<file path="src/hdl/scsa_pkg.sv">
// shared types, constants and helpers for the size-class slab allocator
// no dependencies; imported by all other files of the project
`default_nettype none

package scsa_pkg;

  localparam int unsigned NUM_PAGES_DEF = 64;
  localparam int unsigned NUM_CLASSES   = 7;
  localparam int unsigned PAGE_BYTES    = 4096;
  localparam int unsigned ADDR_W        = 18;
  localparam int unsigned OFF_W         = 12;
  localparam int unsigned SIZE_W        = 16;
  localparam int unsigned SLOT_W        = 7;
  localparam int unsigned SLOT_ROW      = PAGE_BYTES / 32;
  localparam int unsigned CLS_W         = 3;
  localparam int unsigned THR_W         = 4;
  localparam int unsigned STATUS_W      = 2;
  localparam int unsigned RPAGE_W       = 6;
  localparam int unsigned MIN_SHIFT     = 5;
  localparam int unsigned MAX_REQ       = 2048;
  localparam int unsigned THR_RESET     = 2;

  typedef enum logic [1:0] {
    ST_OK       = 2'd0,
    ST_BAD_SIZE = 2'd1,
    ST_NO_PAGE  = 2'd2,
    ST_BAD_FREE = 2'd3
  } status_e;

  typedef enum logic {
    CMD_ALLOC = 1'b0,
    CMD_FREE  = 1'b1
  } cmd_e;

  typedef enum logic [3:0] {
    S_IDLE,
    S_A_DEC,
    S_A_SCAN,
    S_A_FILL,
    S_A_WALK_RD,
    S_A_WALK,
    S_A_GRANT,
    S_F_RD,
    S_F_CHK,
    S_F_DUP,
    S_F_COMMIT,
    S_F_REL_RD,
    S_F_REL
  } state_e;

  // controller to datapath
  typedef struct packed {
    logic    load;
    logic    scan_inc;
    logic    init_page;
    logic    fill_inc;
    logic    walk_start;
    logic    walk_step;
    logic    pop;
    logic    frd;
    logic    f_latch;
    logic    dup_step;
    logic    commit;
    logic    rel_start;
    logic    rel_step;
    logic    release_pg;
    logic    finish;
    logic    grant;
    status_e status;
  } ctrl_cmd_t;

  // datapath to controller
  typedef struct packed {
    logic bad_size;
    logic cfo_zero;
    logic scan_hit;
    logic scan_last;
    logic fill_last;
    logic cur_null;
    logic walk_hit;
    logic walk_stop;
    logic f_bad_pre;
    logic f_bad_chk;
    logic dup_match;
    logic dup_done;
    logic over_thr;
    logic rel_hit;
    logic rel_stop;
  } dp_stat_t;

  // objects per page minus the reserved slot 0
  function automatic logic [SLOT_W-1:0] cap_m1(input logic [CLS_W-1:0] c);
    logic [SLOT_W:0] cap;
    cap = (SLOT_W+1)'(SLOT_ROW) >> c;
    return SLOT_W'(cap - (SLOT_W+1)'(1));
  endfunction

  // low offset bits that must be clear for an aligned object
  function automatic logic [OFF_W-1:0] obj_mask(input logic [CLS_W-1:0] c);
    logic [OFF_W-1:0] m;
    m = ~({OFF_W{1'b1}} << (MIN_SHIFT + c));
    return m;
  endfunction

endpackage

`default_nettype wire

</file>
<file path="src/hdl/scsa_ctrl.sv">
// controller state machine of the slab allocator
// uses scsa_pkg; drives scsa_dp through ctrl_cmd_t and reads dp_stat_t
`default_nettype none

module scsa_ctrl (
  input  wire logic                 clk_i,
  input  wire logic                 rst_ni,
  input  wire logic                 start,
  input  wire logic                 cmd_i,
  input  wire scsa_pkg::dp_stat_t   stat_i,
  output logic                      busy,
  output logic                      done_o,
  output scsa_pkg::ctrl_cmd_t       cmd_o
);
  import scsa_pkg::*;

  state_e state_q, state_d;
  logic   done_q, done_d;

  always_comb begin
    state_d = state_q;
    unique case (state_q)
      S_IDLE: begin
        if (start) state_d = (cmd_e'(cmd_i) == CMD_FREE) ? S_F_RD : S_A_DEC;
      end
      S_A_DEC: begin
        if (stat_i.bad_size) state_d = S_IDLE;
        else if (stat_i.cfo_zero) state_d = S_A_SCAN;
        else state_d = S_A_WALK_RD;
      end
      S_A_SCAN: begin
        if (stat_i.scan_hit) state_d = S_A_FILL;
        else if (stat_i.scan_last) state_d = S_IDLE;
      end
      S_A_FILL: begin
        if (stat_i.fill_last) state_d = S_A_WALK_RD;
      end
      S_A_WALK_RD: begin
        state_d = stat_i.cur_null ? S_IDLE : S_A_WALK;
      end
      S_A_WALK: begin
        if (stat_i.walk_hit) state_d = S_A_GRANT;
        else if (stat_i.walk_stop) state_d = S_IDLE;
      end
      S_A_GRANT: state_d = S_IDLE;
      S_F_RD: begin
        state_d = stat_i.f_bad_pre ? S_IDLE : S_F_CHK;
      end
      S_F_CHK: begin
        state_d = stat_i.f_bad_chk ? S_IDLE : S_F_DUP;
      end
      S_F_DUP: begin
        if (stat_i.dup_match) state_d = S_IDLE;
        else if (stat_i.dup_done) state_d = S_F_COMMIT;
      end
      S_F_COMMIT: begin
        state_d = stat_i.over_thr ? S_F_REL_RD : S_IDLE;
      end
      S_F_REL_RD: begin
        state_d = stat_i.cur_null ? S_IDLE : S_F_REL;
      end
      S_F_REL: begin
        if (stat_i.rel_hit || stat_i.rel_stop) state_d = S_IDLE;
      end
      default: state_d = S_IDLE;
    endcase
  end

  always_comb begin
    cmd_o        = '0;
    cmd_o.status = ST_OK;
    unique case (state_q)
      S_IDLE: begin
        cmd_o.load = start;
      end
      S_A_DEC: begin
        if (stat_i.bad_size) begin
          cmd_o.finish = 1'b1;
          cmd_o.status = ST_BAD_SIZE;
        end else if (!stat_i.cfo_zero) begin
          cmd_o.walk_start = 1'b1;
        end
      end
      S_A_SCAN: begin
        if (stat_i.scan_hit) begin
          cmd_o.init_page = 1'b1;
        end else if (stat_i.scan_last) begin
          cmd_o.finish = 1'b1;
          cmd_o.status = ST_NO_PAGE;
        end else begin
          cmd_o.scan_inc = 1'b1;
        end
      end
      S_A_FILL: begin
        cmd_o.fill_inc   = 1'b1;
        cmd_o.walk_start = stat_i.fill_last;
      end
      S_A_WALK_RD: begin
        if (stat_i.cur_null) begin
          cmd_o.finish = 1'b1;
          cmd_o.status = ST_NO_PAGE;
        end
      end
      S_A_WALK: begin
        if (stat_i.walk_hit) begin
          cmd_o.pop = 1'b1;
        end else if (stat_i.walk_stop) begin
          cmd_o.finish = 1'b1;
          cmd_o.status = ST_NO_PAGE;
        end else begin
          cmd_o.walk_step = 1'b1;
        end
      end
      S_A_GRANT: begin
        cmd_o.finish = 1'b1;
        cmd_o.grant  = 1'b1;
      end
      S_F_RD: begin
        cmd_o.frd = 1'b1;
        if (stat_i.f_bad_pre) begin
          cmd_o.finish = 1'b1;
          cmd_o.status = ST_BAD_FREE;
        end
      end
      S_F_CHK: begin
        cmd_o.f_latch = 1'b1;
        if (stat_i.f_bad_chk) begin
          cmd_o.finish = 1'b1;
          cmd_o.status = ST_BAD_FREE;
        end
      end
      S_F_DUP: begin
        if (stat_i.dup_match) begin
          cmd_o.finish = 1'b1;
          cmd_o.status = ST_BAD_FREE;
        end else if (!stat_i.dup_done) begin
          cmd_o.dup_step = 1'b1;
        end
      end
      S_F_COMMIT: begin
        cmd_o.commit    = 1'b1;
        cmd_o.rel_start = stat_i.over_thr;
        cmd_o.finish    = !stat_i.over_thr;
      end
      S_F_REL_RD: begin
        cmd_o.finish = stat_i.cur_null;
      end
      S_F_REL: begin
        if (stat_i.rel_hit) begin
          cmd_o.release_pg = 1'b1;
          cmd_o.finish     = 1'b1;
        end else if (stat_i.rel_stop) begin
          cmd_o.finish = 1'b1;
        end else begin
          cmd_o.rel_step = 1'b1;
        end
      end
      default: ;
    endcase
  end

  assign done_d = cmd_o.finish;
  assign busy   = (state_q != S_IDLE);
  assign done_o = done_q;

  always_ff @(posedge clk_i or negedge rst_ni) begin
    if (!rst_ni) begin
      state_q <= S_IDLE;
      done_q  <= 1'b0;
    end else begin
      state_q <= state_d;
      done_q  <= done_d;
    end
  end

`ifndef NO_ASSERTIONS
  a_busy_after_accept: assert property (@(posedge clk_i) disable iff (!rst_ni)
    (start && !busy) |=> busy) else $error("accepted item did not raise busy");
  a_done_when_free: assert property (@(posedge clk_i) disable iff (!rst_ni)
    $fell(busy) |-> done_q) else $error("went idle without a result");
  a_done_single: assert property (@(posedge clk_i) disable iff (!rst_ni)
    done_q |=> !done_q) else $error("result strobe longer than one cycle");
`endif

endmodule

`default_nettype wire

</file>
<file path="config.mk">
export PLATFORM = sky130hd
export DESIGN_NAME = scsa_ctrl
export DESIGN_NICKNAME = d
export VERILOG_FILES = /design/src/hdl/scsa_pkg.sv /design/src/hdl/scsa_ctrl.sv
export SDC_FILE = /design/constraint.sdc
export NUM_CORES = 1
export LEC_CHECK = 0
export ABC_AREA = 1
export ABC_CLOCK_PERIOD_IN_PS = 1650
export BUFFER_PORTS_ARGS = -buffer_cell sky130_fd_sc_hd__buf_4
export CORE_MARGIN = 8
export CORE_UTILIZATION = 44
export DETAILED_ROUTE_END_ITERATION = 10
export PLACE_DENSITY = 0.82
export SLEW_MARGIN = 10
export SYNTH_ARGS = -nofsm -noshare
export SYNTH_HDL_FRONTEND = slang
export SYNTH_SLANG_ARGS = --single-unit
</file>
<file path="constraint.sdc">
create_clock -name clk_i -period 1.65 [get_ports clk_i]
set_input_delay 0.165 -clock clk_i [delete_from_list [all_inputs] [get_ports clk_i]]
set_output_delay 0.165 -clock clk_i [all_outputs]
set_load 0.05 [all_outputs]
</file>
==> impl_metrics.ini <==
[timing]
fin_skew_ns = 0.00782
drv_slew = 0
worst_slack_ns = -0.131
post-route-period-util = 1.08
worst_pin_slew_ns = 0.271
rsz0062_at_grt = true
fin_crit_ns = 1.78
setup_viol = 9
slew-limit-headroom = 0.819
max_freq_mhz = 562
final-hold-violation-count = 0
whs_ns = 0.237

[grt]
grt_max_degree = 9
first_global_vias = 1083
grt_antenna_before_repair = 0
grt_usage = 0.175
grt_pass1_wl_um = 4820
overflow = 0

[synth]
yosysMostFrequentCell = nand2_1
ys_top_cells_by_count = nand2_1 (48), inv_1 (27), nor2_1 (24), nand3_1 (12), dfrtp_1 (5)
netlist_area_um2 = 731
yosysSeqAreaShare = 0.171
synth_seq_cells = 5
avgSynthCellArea_um2 = 5.22
syn_inst = 140
ys.flop_type = dfrtp_1
yosys.area.top_type = nand2_1
synth_nets = 159
synth-edff-count = 0
synth_cell_types = 16
netlist.area_leader.share = 0.247
synth_area_leaders = nand2_1 (25%), dfrtp_1 (17%), inv_1 (14%)
ys.warnings.count = 0
synthArstFlopShare = 1.00

[floorplan]
die_h_um = 56.8
die_area_um2 = 3220
io_pins = 39
fp-row-count = 14
initial_core_util = 0.479
core-area_um2 = 1520
die_x_um = 56.8

[finish]
area_growth_pct = 84.6
nets = 211
n_antenna_cell = 0
drive_gt1_frac = 0.518
final_util = 0.885

[worst_setup_path]
critPathCaptureType = output port
path_class = reg2out
reg2reg_depth = 8
cp.required_ns = 1.48
reg2reg_from = state_q[3]
arrival_ns = 1.62
startpoint_type = register
r2r_slack_ns = -0.05
r2r_end = state_q[1]
crit_path_max_fanout = 6

[flow_run]
maxCapViolCount = 0

[cts]
cts_buffer_depth = 2
cts-buffers-inserted = 3
root_buffer = clkbuf_4
cts_tree = yes
h-tree-depth = 1
clkTransAtPathRegs_ns = 0.06
cts.sinks = 5
clkLatencyLatePin_ns = 0.25

[drt]
wirelength_um = 3750
drc_errors = 0
wire_per_inst_um = 18.1
num_vias = 1144
dr.pass1.iters = 5
vias_per_cell = 5.53
postRouteAntennaNets = 0
initialDrtViolationCount = 75

[power]
ir_drop_uv = 1560
leakagePower_nw = 0.810
pwr_density_cell_nw_per_um2 = 1720

[placed_design]
gp_congestion = 0.912
place.detailed.hpwl_um = 2090
io_buffer_count = 38

[status]
violations = setup timing
status = finished with violations

[worst_hold_path]
hold_start = stat_i[9]
min_path_type = in2reg
min_to = done_o
min_path_cells = 3
-- sequential cells by signal (all words and copies together) (netlist names) --
signal,count
state_q,4
done_o,1
-- layer usage --
metal,wire (um),global-route usage
met1,1380,0.195
met3,416,0.0472
met4,82,0.0537
met5,0,0
met2,1860,0.310
-- through the flow --
stage	cell area (um^2)	setup TNS [ns]	setup slack (ns)	total power, W	cells
global route	1350	-1.03	-0.177	0.00242	207
CTS	1230	-0.0249	-0.00955	0.00202	204
floorplan	777	-0.0270	-0.0190	0.00127	140
detailed placement	1100	0	0.0106	0.00166	195
finish	1350	-0.433	-0.131	0.00232	207
global placement	1100	0	0.0729	0.00165	195
-- power by group --
group / leakage (nW) / switching, W / total [W] / internal, W
registers: 0.0591 / 0.000120 / 0.000301 / 0.000181
clock network: 0.0150 / 0.0000663 / 0.000159 / 0.0000925
logic: 0.736 / 0.00121 / 0.00186 / 0.000648
-- worst max path at each step --
stage,depth (start not counted),slack (ns),from,endpoint
global route,8,-0.18,state_q[1],cmd_o[3]
detailed placement,8,0.01,state_q[2],cmd_o[3]
CTS,8,-0.01,state_q[3],cmd_o[3]
finish,7,-0.13,state_q[1],cmd_o[1]
global placement,8,0.07,state_q[2],cmd_o[3]
floorplan,3,-0.02,state_q[1],cmd_o[4]
-- worst max-delay path, stage by stage (launching register included) --
cell     delay (ns)
dfrtp_2        0.48
inv_2          0.10
nor2_4         0.22
nand4_1        0.17
nand2_2        0.12
nor2_4         0.04
o21ai_2        0.06
buf_6          0.18
-- what timing repair did --
action,CTS,global route
endpoints found under the hold margin,5,0
pin swaps,4,7
gates resized for setup,24,27
setup endpoints to repair,4,9
hold buffers,1,0
setup buffers,4,3
-- kinds of logic after synthesis --
group                  count (synthesis)  share of synthesized area
AND/OR/NAND/NOR                      102                      0.646
buffers and inverters                 29                      0.154
flip-flops                             5                      0.171
AO/OA/AOI/OAI                          4                     0.0291
-- area by class of cell --
cell class / instances / area, um^2
Sequential cell: 5 / 130
Timing Repair Buffer: 48 / 420
Fill cell: 85 / 175
Multi-Input combinational cell: 106 / 644
Tap cell: 16 / 20.0
Inverter: 28 / 108
Clock buffer: 4 / 26.3
-- cell usage in the layout (no fill, tap or decap), drive strengths merged --
master	netlist	final
nand2	50	50
dlygate4sd3	0	1
nand4	3	3
dfrtp	5	5
nand3	16	16
o21ai	3	3
or2	1	1
nor3	1	1
o22ai	1	1
clkbuf	0	4
nor2	31	31
inv	28	28
buf	1	47
Note: power is estimated with default switching activity, not from simulation.
